`src/sv/swq_pkg.sv`:
```
// shared types and constants for the semaphore table with wait queues
`default_nettype none

package swq_pkg;

   localparam int SLOT_BITS      = 4;
   localparam int COUNT_BITS     = 16;
   localparam int REQUESTER_BITS = 8;
   localparam int STATUS_BITS    = 3;

   localparam logic signed [COUNT_BITS-1:0] COUNT_MIN = 16'sh8000;
   localparam logic signed [COUNT_BITS-1:0] COUNT_MAX = 16'sh7fff;

   typedef enum logic [1:0] {
      KIND_CREATE = 2'd0,
      KIND_DOWN   = 2'd1,
      KIND_UP     = 2'd2,
      KIND_CLOSE  = 2'd3
   } kind_type;

   typedef enum logic [STATUS_BITS-1:0] {
      STATUS_OK         = 3'd0,
      STATUS_INVALID    = 3'd1,
      STATUS_QUEUE_FULL = 3'd2,
      STATUS_TABLE_FULL = 3'd3,
      STATUS_WAITERS    = 3'd4
   } status_type;

   // commands from controller to datapath
   typedef struct packed {
      logic capture;   // input transfer: register request, read slot entry
      logic exec;      // update slot entry and wait queue
      logic load;      // move finished result into output register
   } cmd_type;

endpackage

`default_nettype wire

```
`src/sv/swq_ctrl.sv`:
```
// controller state machine: sequences capture, execute and result load
`default_nettype none

module swq_ctrl (
   input  wire logic            clock,
   input  wire logic            reset,
   input  wire logic            req_valid,
   output logic                 req_stall,
   output logic                 rsp_valid,
   input  wire logic            rsp_stall,
   output swq_pkg::cmd_type     cmd
);

   typedef enum logic [1:0] {
      S_IDLE,
      S_EXEC,
      S_FINISH
   } state_type;

   state_type state_ff, state_in;
   logic      rsp_valid_ff, rsp_valid_in;
   logic      out_free;

   assign out_free = !rsp_valid_ff || !rsp_stall;

   always_comb begin
      req_stall   = (state_ff == S_EXEC) || ((state_ff == S_FINISH) && !out_free);
      cmd.capture = req_valid && !req_stall;
      cmd.exec    = (state_ff == S_EXEC);
      cmd.load    = (state_ff == S_FINISH) && out_free;

      state_in = state_ff;
      case (state_ff)
         S_IDLE: begin
            if (cmd.capture) state_in = S_EXEC;
         end
         S_EXEC: begin
            state_in = S_FINISH;
         end
         S_FINISH: begin
            if (out_free) state_in = cmd.capture ? S_EXEC : S_IDLE;
         end
         default: begin
            state_in = S_IDLE;
         end
      endcase

      rsp_valid_in = rsp_valid_ff;
      if (cmd.load) rsp_valid_in = 1'b1;
      else if (!rsp_stall) rsp_valid_in = 1'b0;
   end

   always_ff @(posedge clock) begin
      if (reset) begin
         state_ff     <= S_IDLE;
         rsp_valid_ff <= 1'b0;
      end else begin
         state_ff     <= state_in;
         rsp_valid_ff <= rsp_valid_in;
      end
   end

   assign rsp_valid = rsp_valid_ff;

endmodule

`default_nettype wire

```
`src/sv/swq_datapath.sv`:
```
// datapath: slot table, per-slot wait queues and result registers
`default_nettype none

module swq_datapath #(
   parameter int NUM_SLOTS   = 16,
   parameter int QUEUE_DEPTH = 8
) (
   input  wire logic                                    clock,
   input  wire logic                                    reset,
   input  wire swq_pkg::cmd_type                        cmd,
   input  wire logic [1:0]                              req_kind,
   input  wire logic [swq_pkg::SLOT_BITS-1:0]           req_slot,
   input  wire logic signed [swq_pkg::COUNT_BITS-1:0]   req_initial_count,
   input  wire logic [swq_pkg::REQUESTER_BITS-1:0]      req_requester,
   output logic [swq_pkg::STATUS_BITS-1:0]              rsp_status,
   output logic [swq_pkg::SLOT_BITS-1:0]                rsp_slot_given,
   output logic                                         rsp_must_wait,
   output logic                                         rsp_wake_valid,
   output logic [swq_pkg::REQUESTER_BITS-1:0]           rsp_wake_requester
);

   localparam int SW = (NUM_SLOTS > 1) ? $clog2(NUM_SLOTS) : 1;
   localparam int QW = (QUEUE_DEPTH > 1) ? $clog2(QUEUE_DEPTH) : 1;
   localparam int FW = $clog2(QUEUE_DEPTH + 1);
   localparam int CW = swq_pkg::COUNT_BITS;
   localparam int RW = swq_pkg::REQUESTER_BITS;
   localparam int EW = CW + QW + FW;
   localparam int WD = NUM_SLOTS * QUEUE_DEPTH;
   localparam int WA = $clog2(WD);

   localparam logic [8:0]    NUM_SLOTS_W = 9'(NUM_SLOTS);
   localparam logic [FW-1:0] DEPTH_F     = FW'(QUEUE_DEPTH);
   localparam logic [QW:0]   DEPTH_Q     = (QW+1)'(QUEUE_DEPTH);
   localparam logic [QW-1:0] HEAD_LAST   = QW'(QUEUE_DEPTH - 1);
   localparam logic [WA-1:0] DEPTH_A     = WA'(QUEUE_DEPTH);

   // slot entry: count, queue head, queue fill
   logic [EW-1:0]   slot_mem [NUM_SLOTS];
   logic [RW-1:0]   waiter_mem [WD];
   logic [NUM_SLOTS-1:0] in_use_ff, in_use_in;

   logic [EW-1:0]   slot_rd_ff;
   logic [RW-1:0]   waiter_rd_ff;

   // registered request
   swq_pkg::kind_type             kind_ff;
   logic [swq_pkg::SLOT_BITS-1:0] slot_ff;
   logic signed [CW-1:0]          init_ff;
   logic [RW-1:0]                 requester_ff;
   logic                          in_range_ff;
   logic [SW-1:0]                 idx_ff;

   // pending result and output registers
   logic [swq_pkg::STATUS_BITS-1:0] pend_status_ff, pend_status_in;
   logic [swq_pkg::SLOT_BITS-1:0]   pend_given_ff, pend_given_in;
   logic                            pend_wait_ff, pend_wait_in;
   logic                            pend_wake_ff, pend_wake_in;
   logic [swq_pkg::STATUS_BITS-1:0] rsp_status_ff;
   logic [swq_pkg::SLOT_BITS-1:0]   rsp_given_ff;
   logic                            rsp_wait_ff;
   logic                            rsp_wake_ff;
   logic [RW-1:0]                   rsp_wake_req_ff;

   // capture-side index
   logic [8:0]    req_slot_wide;
   logic          req_in_range;
   logic [SW-1:0] req_idx;

   assign req_slot_wide = 9'(req_slot);
   assign req_in_range  = req_slot_wide < NUM_SLOTS_W;
   assign req_idx       = req_in_range ? req_slot_wide[SW-1:0] : '0;

   // execute-side decode
   logic signed [CW-1:0] cnt;
   logic [QW-1:0]        head;
   logic [FW-1:0]        fill;
   logic [QW:0]          tail_sum;
   logic [QW-1:0]        tail;
   logic [QW-1:0]        head_next;
   logic signed [CW-1:0] cnt_up;
   logic                 slot_ok;
   logic                 free_found;
   logic [SW-1:0]        free_idx;
   logic [WA-1:0]        base_addr;

   logic                 slot_we;
   logic [SW-1:0]        slot_wa;
   logic [EW-1:0]        slot_wd;
   logic                 waiter_we;
   logic [WA-1:0]        waiter_wa;
   logic                 waiter_re;
   logic [WA-1:0]        waiter_ra;

   assign cnt  = slot_rd_ff[EW-1 -: CW];
   assign head = slot_rd_ff[FW +: QW];
   assign fill = slot_rd_ff[FW-1:0];

   assign tail_sum  = (QW+1)'(head) + (QW+1)'(fill);
   assign tail      = (tail_sum >= DEPTH_Q) ? QW'(tail_sum - DEPTH_Q) : tail_sum[QW-1:0];
   assign head_next = (head == HEAD_LAST) ? '0 : head + QW'(1);
   assign cnt_up    = (cnt != swq_pkg::COUNT_MAX) ? cnt + CW'(1) : cnt;
   assign slot_ok   = in_range_ff && in_use_ff[idx_ff];
   assign base_addr = WA'(idx_ff) * DEPTH_A;

   // lowest free slot
   always_comb begin
      free_found = 1'b0;
      free_idx   = '0;
      for (int s = NUM_SLOTS - 1; s >= 0; s--) begin
         if (!in_use_ff[s]) begin
            free_found = 1'b1;
            free_idx   = SW'(s);
         end
      end
   end

   always_comb begin
      pend_status_in = pend_status_ff;
      pend_given_in  = pend_given_ff;
      pend_wait_in   = pend_wait_ff;
      pend_wake_in   = pend_wake_ff;
      in_use_in      = in_use_ff;
      slot_we        = 1'b0;
      slot_wa        = idx_ff;
      slot_wd        = slot_rd_ff;
      waiter_we      = 1'b0;
      waiter_wa      = base_addr + WA'(tail);
      waiter_re      = 1'b0;
      waiter_ra      = base_addr + WA'(head);

      if (cmd.exec) begin
         pend_status_in = swq_pkg::STATUS_OK;
         pend_given_in  = slot_ff;
         pend_wait_in   = 1'b0;
         pend_wake_in   = 1'b0;
         if (kind_ff == swq_pkg::KIND_CREATE) begin
            if (free_found) begin
               in_use_in[free_idx] = 1'b1;
               slot_we       = 1'b1;
               slot_wa       = free_idx;
               slot_wd       = {init_ff, {QW{1'b0}}, {FW{1'b0}}};
               pend_given_in = swq_pkg::SLOT_BITS'(free_idx);
            end else begin
               pend_status_in = swq_pkg::STATUS_TABLE_FULL;
               pend_given_in  = '0;
            end
         end else if (!slot_ok) begin
            pend_status_in = swq_pkg::STATUS_INVALID;
         end else begin
            case (kind_ff)
               swq_pkg::KIND_DOWN: begin
                  if (cnt == swq_pkg::COUNT_MIN) begin
                     pend_status_in = swq_pkg::STATUS_QUEUE_FULL;
                  end else if (cnt[CW-1] || cnt == '0) begin
                     if (fill == DEPTH_F) begin
                        pend_status_in = swq_pkg::STATUS_QUEUE_FULL;
                     end else begin
                        waiter_we    = 1'b1;
                        slot_we      = 1'b1;
                        slot_wd      = {cnt - CW'(1), head, fill + FW'(1)};
                        pend_wait_in = 1'b1;
                     end
                  end else begin
                     slot_we = 1'b1;
                     slot_wd = {cnt - CW'(1), head, fill};
                  end
               end
               swq_pkg::KIND_UP: begin
                  slot_we = 1'b1;
                  if ((cnt_up[CW-1] || cnt_up == '0) && fill != '0) begin
                     waiter_re    = 1'b1;
                     slot_wd      = {cnt_up, head_next, fill - FW'(1)};
                     pend_wake_in = 1'b1;
                  end else begin
                     slot_wd = {cnt_up, head, fill};
                  end
               end
               swq_pkg::KIND_CLOSE: begin
                  if (fill != '0) pend_status_in = swq_pkg::STATUS_WAITERS;
                  else in_use_in[idx_ff] = 1'b0;
               end
               default: begin
                  pend_status_in = swq_pkg::STATUS_INVALID;
               end
            endcase
         end
      end
   end

   always_ff @(posedge clock) begin
      if (reset) begin
         in_use_ff <= '0;
      end else begin
         in_use_ff <= in_use_in;
      end
   end

   // slot table memory
   always_ff @(posedge clock) begin
      if (cmd.capture) slot_rd_ff <= slot_mem[req_idx];
      if (slot_we) slot_mem[slot_wa] <= slot_wd;
   end

   // waiter memory
   always_ff @(posedge clock) begin
      if (waiter_re) waiter_rd_ff <= waiter_mem[waiter_ra];
      if (waiter_we) waiter_mem[waiter_wa] <= requester_ff;
   end

   always_ff @(posedge clock) begin
      if (cmd.capture) begin
         kind_ff      <= swq_pkg::kind_type'(req_kind);
         slot_ff      <= req_slot;
         init_ff      <= req_initial_count;
         requester_ff <= req_requester;
         in_range_ff  <= req_in_range;
         idx_ff       <= req_idx;
      end
      pend_status_ff <= pend_status_in;
      pend_given_ff  <= pend_given_in;
      pend_wait_ff   <= pend_wait_in;
      pend_wake_ff   <= pend_wake_in;
      if (cmd.load) begin
         rsp_status_ff   <= pend_status_ff;
         rsp_given_ff    <= pend_given_ff;
         rsp_wait_ff     <= pend_wait_ff;
         rsp_wake_ff     <= pend_wake_ff;
         rsp_wake_req_ff <= pend_wake_ff ? waiter_rd_ff : '0;
      end
   end

   assign rsp_status         = rsp_status_ff;
   assign rsp_slot_given     = rsp_given_ff;
   assign rsp_must_wait      = rsp_wait_ff;
   assign rsp_wake_valid     = rsp_wake_ff;
   assign rsp_wake_requester = rsp_wake_req_ff;

endmodule

`default_nettype wire

```
`src/sv/semaphore_table_with_wait_queues_unit.sv`:
```
// semaphore table with per-slot fifo wait queues: top level
//
// one request per input transfer on req_*: kind (create, down, up, close),
// slot, initial_count and requester; every request gives exactly one
// result transfer on rsp_*: status, slot_given, must_wait, wake_valid and
// wake_requester. a transfer happens when valid is high and stall is low.
// the request is registered at the input transfer, executed into a pending
// result and loaded into the output register; a new request is taken in
// the finish state but never during execute. the rate is set by the
// read-modify-write of the slot entry (count, queue head, queue fill)
// in the single-port slot table: read at capture, written the cycle after.
// a result waiting in the output register does not block the next request;
// if the receiver stalls, the finished result of that next request waits
// in the datapath and req_stall stays high until the output register frees.
// reset clears the in-use flags and all control state; the slot table and
// waiter store need no clearing, since a slot entry is written by create
// before it is read and a waiter entry is read only after it was queued.
`default_nettype none

module semaphore_table_with_wait_queues_unit #(
   parameter int NUM_SLOTS   = 16,
   parameter int QUEUE_DEPTH = 8
) (
   input  wire logic                                    clock,
   input  wire logic                                    reset,
   // request channel
   input  wire logic                                    req_valid,
   output logic                                         req_stall,
   input  wire logic [1:0]                              req_kind,
   input  wire logic [swq_pkg::SLOT_BITS-1:0]           req_slot,
   input  wire logic signed [swq_pkg::COUNT_BITS-1:0]   req_initial_count,
   input  wire logic [swq_pkg::REQUESTER_BITS-1:0]      req_requester,
   // result channel
   output logic                                         rsp_valid,
   input  wire logic                                    rsp_stall,
   output logic [swq_pkg::STATUS_BITS-1:0]              rsp_status,
   output logic [swq_pkg::SLOT_BITS-1:0]                rsp_slot_given,
   output logic                                         rsp_must_wait,
   output logic                                         rsp_wake_valid,
   output logic [swq_pkg::REQUESTER_BITS-1:0]           rsp_wake_requester
);

   swq_pkg::cmd_type cmd;

   // sequencing: capture, execute, load result
   swq_ctrl u_ctrl (
      .clock     (clock),
      .reset     (reset),
      .req_valid (req_valid),
      .req_stall (req_stall),
      .rsp_valid (rsp_valid),
      .rsp_stall (rsp_stall),
      .cmd       (cmd)
   );

   // slot table, wait queues and result registers
   swq_datapath #(
      .NUM_SLOTS   (NUM_SLOTS),
      .QUEUE_DEPTH (QUEUE_DEPTH)
   ) u_datapath (
      .clock              (clock),
      .reset              (reset),
      .cmd                (cmd),
      .req_kind           (req_kind),
      .req_slot           (req_slot),
      .req_initial_count  (req_initial_count),
      .req_requester      (req_requester),
      .rsp_status         (rsp_status),
      .rsp_slot_given     (rsp_slot_given),
      .rsp_must_wait      (rsp_must_wait),
      .rsp_wake_valid     (rsp_wake_valid),
      .rsp_wake_requester (rsp_wake_requester)
   );

`ifndef NO_ASSERTIONS
   // every captured request is executed in the next cycle
   a_capture_then_exec: assert property (@(posedge clock) disable iff (reset)
      cmd.capture |=> cmd.exec)
      else $error("captured request not executed");

   // one execute cycle per request
   a_single_exec: assert property (@(posedge clock) disable iff (reset)
      cmd.exec |=> !cmd.exec)
      else $error("execute held for two cycles");

   // no new request is taken while one is executing
   a_no_capture_in_exec: assert property (@(posedge clock) disable iff (reset)
      !(cmd.capture && cmd.exec))
      else $error("capture during execute");

   // a result is loaded only into a free output register
   a_load_when_free: assert property (@(posedge clock) disable iff (reset)
      cmd.load |-> (!rsp_valid || !rsp_stall))
      else $error("result overwrote a pending transfer");

   // a request never both queues and releases a waiter
   a_wait_xor_wake: assert property (@(posedge clock) disable iff (reset)
      rsp_valid |-> !(rsp_must_wait && rsp_wake_valid))
      else $error("must_wait and wake_valid both set");
`endif

endmodule

`default_nettype wire

```
`config.mk`:
```
export PLATFORM = sky130hd
export DESIGN_NAME = semaphore_table_with_wait_queues_unit
export DESIGN_NICKNAME = d
export VERILOG_FILES = /design/src/sv/swq_pkg.sv /design/src/sv/swq_ctrl.sv /design/src/sv/swq_datapath.sv /design/src/sv/semaphore_table_with_wait_queues_unit.sv
export SDC_FILE = /design/constraint.sdc
export NUM_CORES = 1
export LEC_CHECK = 0
export BUFFER_PORTS_ARGS = -buffer_cell sky130_fd_sc_hd__buf_2
export CAP_MARGIN = 20
export CORE_ASPECT_RATIO = 1.25
export CORE_MARGIN = 2
export CORE_UTILIZATION = 30
export CTS_BUF_LIST = sky130_fd_sc_hd__clkbuf_16
export DETAILED_ROUTE_END_ITERATION = 10
export PLACE_DENSITY = 0.46
export REMOVE_ABC_BUFFERS = 1
export SLEW_MARGIN = 20
export SYNTH_ARGS = -nofsm -noshare
export SYNTH_HDL_FRONTEND = slang
export SYNTH_SLANG_ARGS = --single-unit
```
`constraint.sdc`:
```
create_clock -name clock -period 5.6 [get_ports clock]
set_clock_uncertainty 0.2 [all_clocks]
set_input_delay 0.56 -clock clock [delete_from_list [all_inputs] [get_ports clock]]
set_output_delay 0.56 -clock clock [all_outputs]
set_load 0.05 [all_outputs]
```
==> Yosys cells after proc, flatten, opt, wreduce, memory -nomap -nowiden <==
Memory sizes are Yosys's and may differ from the RTL's. A register that Yosys moved wholly into a read port is not among the register bits.
Cells that the tools add are included.
{ "word_totals": {"memories": 2, "ramBits": 1392, "inputBits": 34, "out_inout_bits": 19, "elab_cells": 174, "register_bits": 80} }
{ "memory_table": {"columns": ["name", "words", "width", "rd", "rd_ports_with_merged_regs", "wr", "line", "source"], "rows": [
  ["u_datapath.waiter_mem", 128, 8, 1, 1, 1, "swq_datapath.sv:39", "logic [RW-1:0] waiter_mem [WD];"],
  ["u_datapath.slot_mem", 16, 23, 1, 1, 1, "swq_datapath.sv:38", "logic [EW-1:0] slot_mem [NUM_SLOTS];"]
]} }
{ "op_classes": {"n_eq_ne": 14, "bitwise_logic": 3, "reduce_logical": 24, "mux": 98, "addsub": 9, "order_cmp": 6} }
{ "ops": {"columns": ["op", "n"], "rows": [
  ["two-way mux 23 bit", 7],
  ["two-way mux 16 bit", 6],
  ["two-way mux 4 bit", 22],
  ["case mux 23 bit (2 select lines)", 1],
  ["two-way mux 1 bit", 44],
  ["logical NOT 16 bit", 2],
  ["two-way mux 3 bit", 7],
  ["adder 16 x 2 -> 16 bit (second input constant)", 1],
  ["AND 16 bit", 1],
  ["== test 16 bit (second input constant)", 1],
  ["inequality test 16 bit (second input constant)", 1],
  ["inverter 16 bit", 1],
  ["bitwise OR 16 bit", 1],
  ["subtractor 16 x 2 -> 16 bit (second input constant)", 1],
  ["< comparator 4 x 5 -> 1 bit (second input constant)", 3],
  ["adder 7 x 3 -> 7 bit", 2],
  ["case mux 3 bit (3 select lines)", 1],
  ["demux 1 bit (select 4 bit)", 2],
  [">= comparator 4 x 1 -> 1 bit (second input constant)", 2],
  ["two-way mux 2 bit", 4],
  ["inequality test 2 x 1 -> 1 bit (second input constant)", 4],
  ["logical AND 1 bit", 7],
  ["two-way mux 7 bit", 1],
  ["== test 2 bit (second input constant)", 3],
  ["20 further kinds", 29]
]} }

==> Depth between registers and ports, before layout <==
{ "depth": {"depth_word": 23, "mapped_depth": 12, "mapped_depth_nobuf": 10} }

==> By module <==
From an unflattened synthesis, not the netlist that was laid out.
{ "unflattened": {"hier_cells": 2934, "hier_area_um2": 59498.3} }
{ "by_module_without_submodules": {"columns": ["module", "seq_area_each_um2", "cells_per_inst", "n_inst", "area_each_um2"], "rows": [
  ["swq_datapath", 44732.9, 2916, 1, 59354.4],
  ["swq_ctrl", 60.1, 18, 1, 143.9]
]} }

==> Worst setup path before layout <==
No wires, ideal clock.
{ "synth_timing": {"kind": "reg-to-reg", "start": "register u_datapath.slot_rd_ff[8] (read register of u_datapath.slot_mem)", "end": "memory u_datapath.slot_mem[0][0] (netlist name), enable pin", "period_less_slack_ns": 4.551, "arrival_time_ns": 3.919, "t_required_ns": 4.968, "stages_incl_launch_ff": 12, "setup_ns": 0.432, "slack_ns": 1.049, "path_buffers": 1, "cell_sequence": "edfxtp_1 clkbuf_1 inv_1 ha_1 nor3b_1 nand4_1 maj3_1 a21oi_1 o21bai_1 nor4bb_1 inv_1 nor3_1"} }
{ "synth_between": {"elab_chain_len": 10, "word_cells_on_any_way": 11, "cone_classes": "eq/ne: 1; mux: 8; reduce/logical: 2"} }
{ "synth_lines": {"columns": ["item", "line", "source"], "rows": [
  ["from (decl)", "swq_datapath.sv:42", "logic [EW-1:0] slot_rd_ff;"],
  ["logical NOT 16 bit", "swq_datapath.sv:154", "end else if (cnt[CW-1] || cnt == '0) begin"],
  ["logical OR 1 bit", "swq_datapath.sv:154", null],
  ["two-way mux 1 bit", "swq_datapath.sv:154", null],
  ["two-way mux 1 bit *", "swq_datapath.sv:152", "if (cnt == swq_pkg::COUNT_MIN) begin"],
  ["case mux 1 bit (2 select lines) *", "swq_datapath.sv:150", "case (kind_ff)"],
  ["two-way mux 1 bit *", "swq_datapath.sv:147", "end else if (!slot_ok) begin"],
  ["two-way mux 1 bit *", "swq_datapath.sv:136", "if (kind_ff == swq_pkg::KIND_CREATE) begin"],
  ["two-way mux 1 bit *", "swq_datapath.sv:131", "if (cmd.exec) begin"],
  ["two-way mux 1 bit *", "swq_datapath.sv:201", "if (slot_we) slot_mem[slot_wa] <= slot_wd;"],
  ["two-way mux 1 bit (implied by the code) *", "swq_datapath.sv:201", null],
  ["to (decl)", "swq_datapath.sv:38", null]
]} }
Every way passes the cells marked *; elsewhere a longest branch is shown, timed or not.

==> Final worst setup path <==
{ "layout_timing": {"start": "register u_datapath.slot_rd_ff[9] (read register of u_datapath.slot_mem)", "end": "memory u_datapath.waiter_mem[118][2] (netlist name), enable pin"} }
{ "layout_between": {"elab_chain_len": 10, "word_cells_on_any_way": 11, "cone_classes": "eq/ne: 1; mux: 8; reduce/logical: 2"} }
{ "layout_lines": {"columns": ["item", "line", "source"], "rows": [
  ["logical NOT 16 bit", "swq_datapath.sv:154", null],
  ["logical OR 1 bit", "swq_datapath.sv:154", null],
  ["two-way mux 1 bit", "swq_datapath.sv:154", null],
  ["two-way mux 1 bit *", "swq_datapath.sv:152", null],
  ["two-way mux 1 bit *", "swq_datapath.sv:150", null],
  ["two-way mux 1 bit *", "swq_datapath.sv:147", null],
  ["two-way mux 1 bit *", "swq_datapath.sv:136", null],
  ["two-way mux 1 bit *", "swq_datapath.sv:131", null],
  ["two-way mux 1 bit *", "swq_datapath.sv:207", "if (waiter_we) waiter_mem[waiter_wa] <= requester_ff;"],
  ["two-way mux 1 bit (implied by the code) *", "swq_datapath.sv:207", null],
  ["to (decl)", "swq_datapath.sv:39", null]
]} }
Marks and branches as above.

==> summary.txt <==
Critical path
  – Delay-heaviest family, CP: simple AND/OR/NAND/NOR gates
  – Most frequent CP cell: nor2_1
  – Critical path type: reg2reg
  – Worst reg-to-reg path cell count: 8
  – Reg2reg setup slack: between 800 and 900 ps
  – WP buf/inv: 0
  – Worst setup EP type: flip-flop
  – Slowest stage delay, CP: between 700 and 800 ps
  – Req. time, crit path: 5820 ps
  – Reg2Reg Capture Point: u_datapath.waiter_mem[118][2]
  – Critical Path, Cell by Cell: nor4_1 -> nand4_1 -> xnor2_1 -> nand2_1 -> nor2_1 -> and2_1 -> nand2_2 -> nor2_1
  – Critical-path maximum fanout: 17
  – CP max stage cell: nor2_1
  – R2R Path Start: u_datapath.slot_rd_ff[9]
  – CP Launch Type: flip-flop
  – WP data arrival: roughly 5000 ps

Detailed routing
  – Drt via density: a little over 5
  – DR DRC count: 0
  – 1st-iter DRT viols: approximately 2,700
  – Routed len/inst: about 28 um
  – Vias: between 20,000 and 30,000
  – DRT Wirelength: approximately 160,000 um
  – Routed Antenna Nets: 0
  – Initial DRT Pass Iterations: 6

STA
  – # setup viols final: 0
  – Rel. slew slack: 29.9%
  – Period utilization: 84.3%
  – Achievable clock frequency: about 210 MHz
  – Worst-margin pin slew: between 1000 and 1500 ps
  – Fin Setup TNS: 0 ps
  – Post-layout min period: between 4000 and 5000 ps
  – Final Hold Fails: 0
  – Final hold slack: ~93 ps
  – Max-slew violation count: 0
  – RSZ-0062 raised after global routing: false

Min path
  – Hold endpoint: u_ctrl.state_ff[1]
  – Hold depth: 2
  – Hold path start: reset
  – Tightest Hold Check Type: in2reg

GRT
  – Initial antenna violation count: 3
  – Grt total ovfl: 0
  – Vias in the first global route: 30,200
  – GR peak layer: met2
  – M1 GR Usage: 20.0%
  – First-pass GRT wire length: 228,000 um
  – Met2 GRT Util: between 20 and 30%
  – Largest net degree at the start of global routing: ~140
  – Gr usage total: 15.7%
  – Met3 Track Usage GR: 2.46%

Layout
  – Post-route cell area: 68,800 um2
  – P&R area growth vs syn: 15.5%
  – Proportion of layout cells with a drive suffix above 1: between 20% and 30%
  – Layout fillers: between 15,000 and 20,000
  – Layout Nets: about 3,000

CTS
  – H-tree depth: 4
  – Clock buffer depth: 3
  – Worst skew pair latency: roughly 810 ps
  – Clk slew on worst S/H paths: 60 ps
  – Post-CTS setup buffer count: 0
  – Root buffer cell: clkbuf_16
  – CTS tree: done
  – Total CTS buffers: 151
  – CTS Sinks: 1,498

Synthesis
  – Most numerous cell in the Yosys netlist: edfxtp_1
  – Mapped Area: 59,500 um2
  – Cells after Synth: 2,795
  – Ys flop type: edfxtp_1
  – Cell taking the most area after synthesis: edfxtp_1
  – Top post-synthesis cells by area: edfxtp_1 (75%), mux4_2 (17%), nor2_1 (1.2%)
  – Yosys warns: 0
  – Commonest cells post-synth: edfxtp_1 (1,479), mux4_2 (453), nor2_1 (189)
  – Synth top area share: 74.6%
  – Synth cell types: 77
  – Yosys reg bits: roughly 1,500
  – Post-synthesis sequential area ratio: 75.3%
  – Post-synthesis area per instance: ~21 um2
  – Fraction of registers with async set or reset after synthesis: 0%
  – EDFF count, synth: 1,479

Status
  – Outcome: complete, no violations

Die
  – I/O Pins: 53
  – Core area: around 200,000 um2
  – Initial core utilization: a little under a third
  – Die Height: about 500 um
  – Die ar.: about 200,000 um2
  – Die width: between 400 and 500 um
  – Rows: around 180

Placement
  – Buffers on Ports: between 50 and 60
  – RD Place Congestion: approximately 0.78
  – Placed Instance Area: 63,400 um2
  – Post-DP HPWL: roughly 94,000 um

Pwr
  – Pwr Density: approximately 350 nW/um2
  – Pwr Total: about 24,000 uW
  – Leak: about 0.021 uW
  – VDD IR max: approximately 0.00023 V

Job
  – Number of max-cap violations: 0
## registers in the layout (all words and copies together) (netlist names), 4 cells and up
| signal | count |
|---|---|
| u_datapath.idx_ff | 4 |
| u_datapath.in_use_ff | 16 |
| u_datapath.init_ff | 16 |
| u_datapath.pend_given_ff | 4 |
| u_datapath.requester_ff | 8 |
| u_datapath.rsp_slot_given | 4 |
| u_datapath.rsp_wake_requester | 8 |
| u_datapath.slot_mem | 368 |
| u_datapath.slot_rd_ff | 23 |
| u_datapath.waiter_mem | 1024 |
| u_datapath.waiter_rd_ff | 8 |
## worst register-to-register path, cell delays in order, from the launching register on
cell,delay [ps]
edfxtp_1,620
nor4_1,750
nand4_1,270
xnor2_1,520
nand2_1,220
nor2_1,160
and2_1,260
nand2_2,570
nor2_1,790
## power by group
group / leakage [uW] / switching, uW / total [uW] / internal, uW
Combinational: 0.00492 / 973 / 1610 / 636
Clock: 0.00254 / 4430 / 10300 / 5840
Sequential: 0.0135 / 68.2 / 12500 / 12500
## routing by layer
layer | part of all wire (%) | vias up | wire length [um]
met2 | 52 | 971 | 83100
li1 | - | 12100 | -
met5 | 0 | - | 0
met1 | 41 | 15500 | 64900
met3 | 4.7 | 194 | 7480
met4 | 2.3 | 0 | 3710
## final cells by class
class | instances | area [um2] | area share (%)
sequential | 1498 | 44800 | 65.2
multi-input combinational | 1117 | 14100 | 20.6
clock buffer | 152 | 3800 | 5.53
tap | 2576 | 3220 | 4.69
timing repair buffer | 176 | 1450 | 2.10
clock inverter | 120 | 1270 | 1.85
inverter | 20 | 75.1 | 0.109
antenna | 1 | 2.50 | 0.00364
## repair_timing
action,CTS,global route
hold buffers,27,0
endpoints found under the hold margin,28,0
gates resized for setup,0,0
## per-stage QoR
| stage | worst slack, ps | instances | utilization, % |
|---|---|---|---|
| after floorplan | -7250 | 2635 | - |
| after global placement | 1000 | 5359 | 32.2 |
| after detailed placement | 888 | 5359 | 32.2 |
| after CTS | 879 | 5658 | 34.9 |
| after global routing | 645 | 5659 | 34.9 |
| final | 878 | 5660 | 34.9 |
## worst max-delay path by stage
stage / from / to / cells after the start
3_5_place_dp: u_datapath.slot_rd_ff[9] / u_datapath.waiter_mem[118][1] / 8
4_1_cts: u_datapath.slot_rd_ff[9] / u_datapath.waiter_mem[118][2] / 8
6_report: u_datapath.slot_rd_ff[9] / u_datapath.waiter_mem[118][2] / 8
2_1_floorplan: u_datapath.slot_rd_ff[4] / u_datapath.waiter_mem[27][0] / 7
5_1_grt: u_datapath.slot_rd_ff[10] / u_datapath.waiter_mem[21][7] / 8
3_3_place_gp: u_datapath.slot_rd_ff[9] / u_datapath.waiter_mem[118][1] / 8
## cell families (layout without fill, tap and decap cells)
kind of cell | count (synthesis) | count (layout) | share of synthesized area (%)
buffers and inverters | 180 | 468 | 1.17
AOI/OAI and AO/OA | 180 | 180 | 2.01
and+or+nand+nor | 436 | 436 | 3.52
other | 0 | 1 | 0
xor gates and xnor gates | 7 | 7 | 0.103
DFF | 1498 | 1498 | 75.3
muxes | 480 | 480 | 17.6
adders and majority gates | 14 | 14 | 0.299
## cells in the final DEF (no fill, tap or decap), types with 15 or more instances in the layout
cell type,n
dlygate4sd3_1,27
edfxtp_1,1479
bufinv_16,18
nor3_1,15
buf_4,84
nand2_1,81
o22ai_1,16
clkinv_2,20
o21ai_0,53
mux2_2,18
nand3_1,29
a21oi_1,27
clkbuf_16,152
buf_2,50
dfxtp_1,19
inv_1,46
nor2b_1,21
nor2_1,176
mux4_2,453
clkinv_1,25
Power figures use the tool's default switching activity.
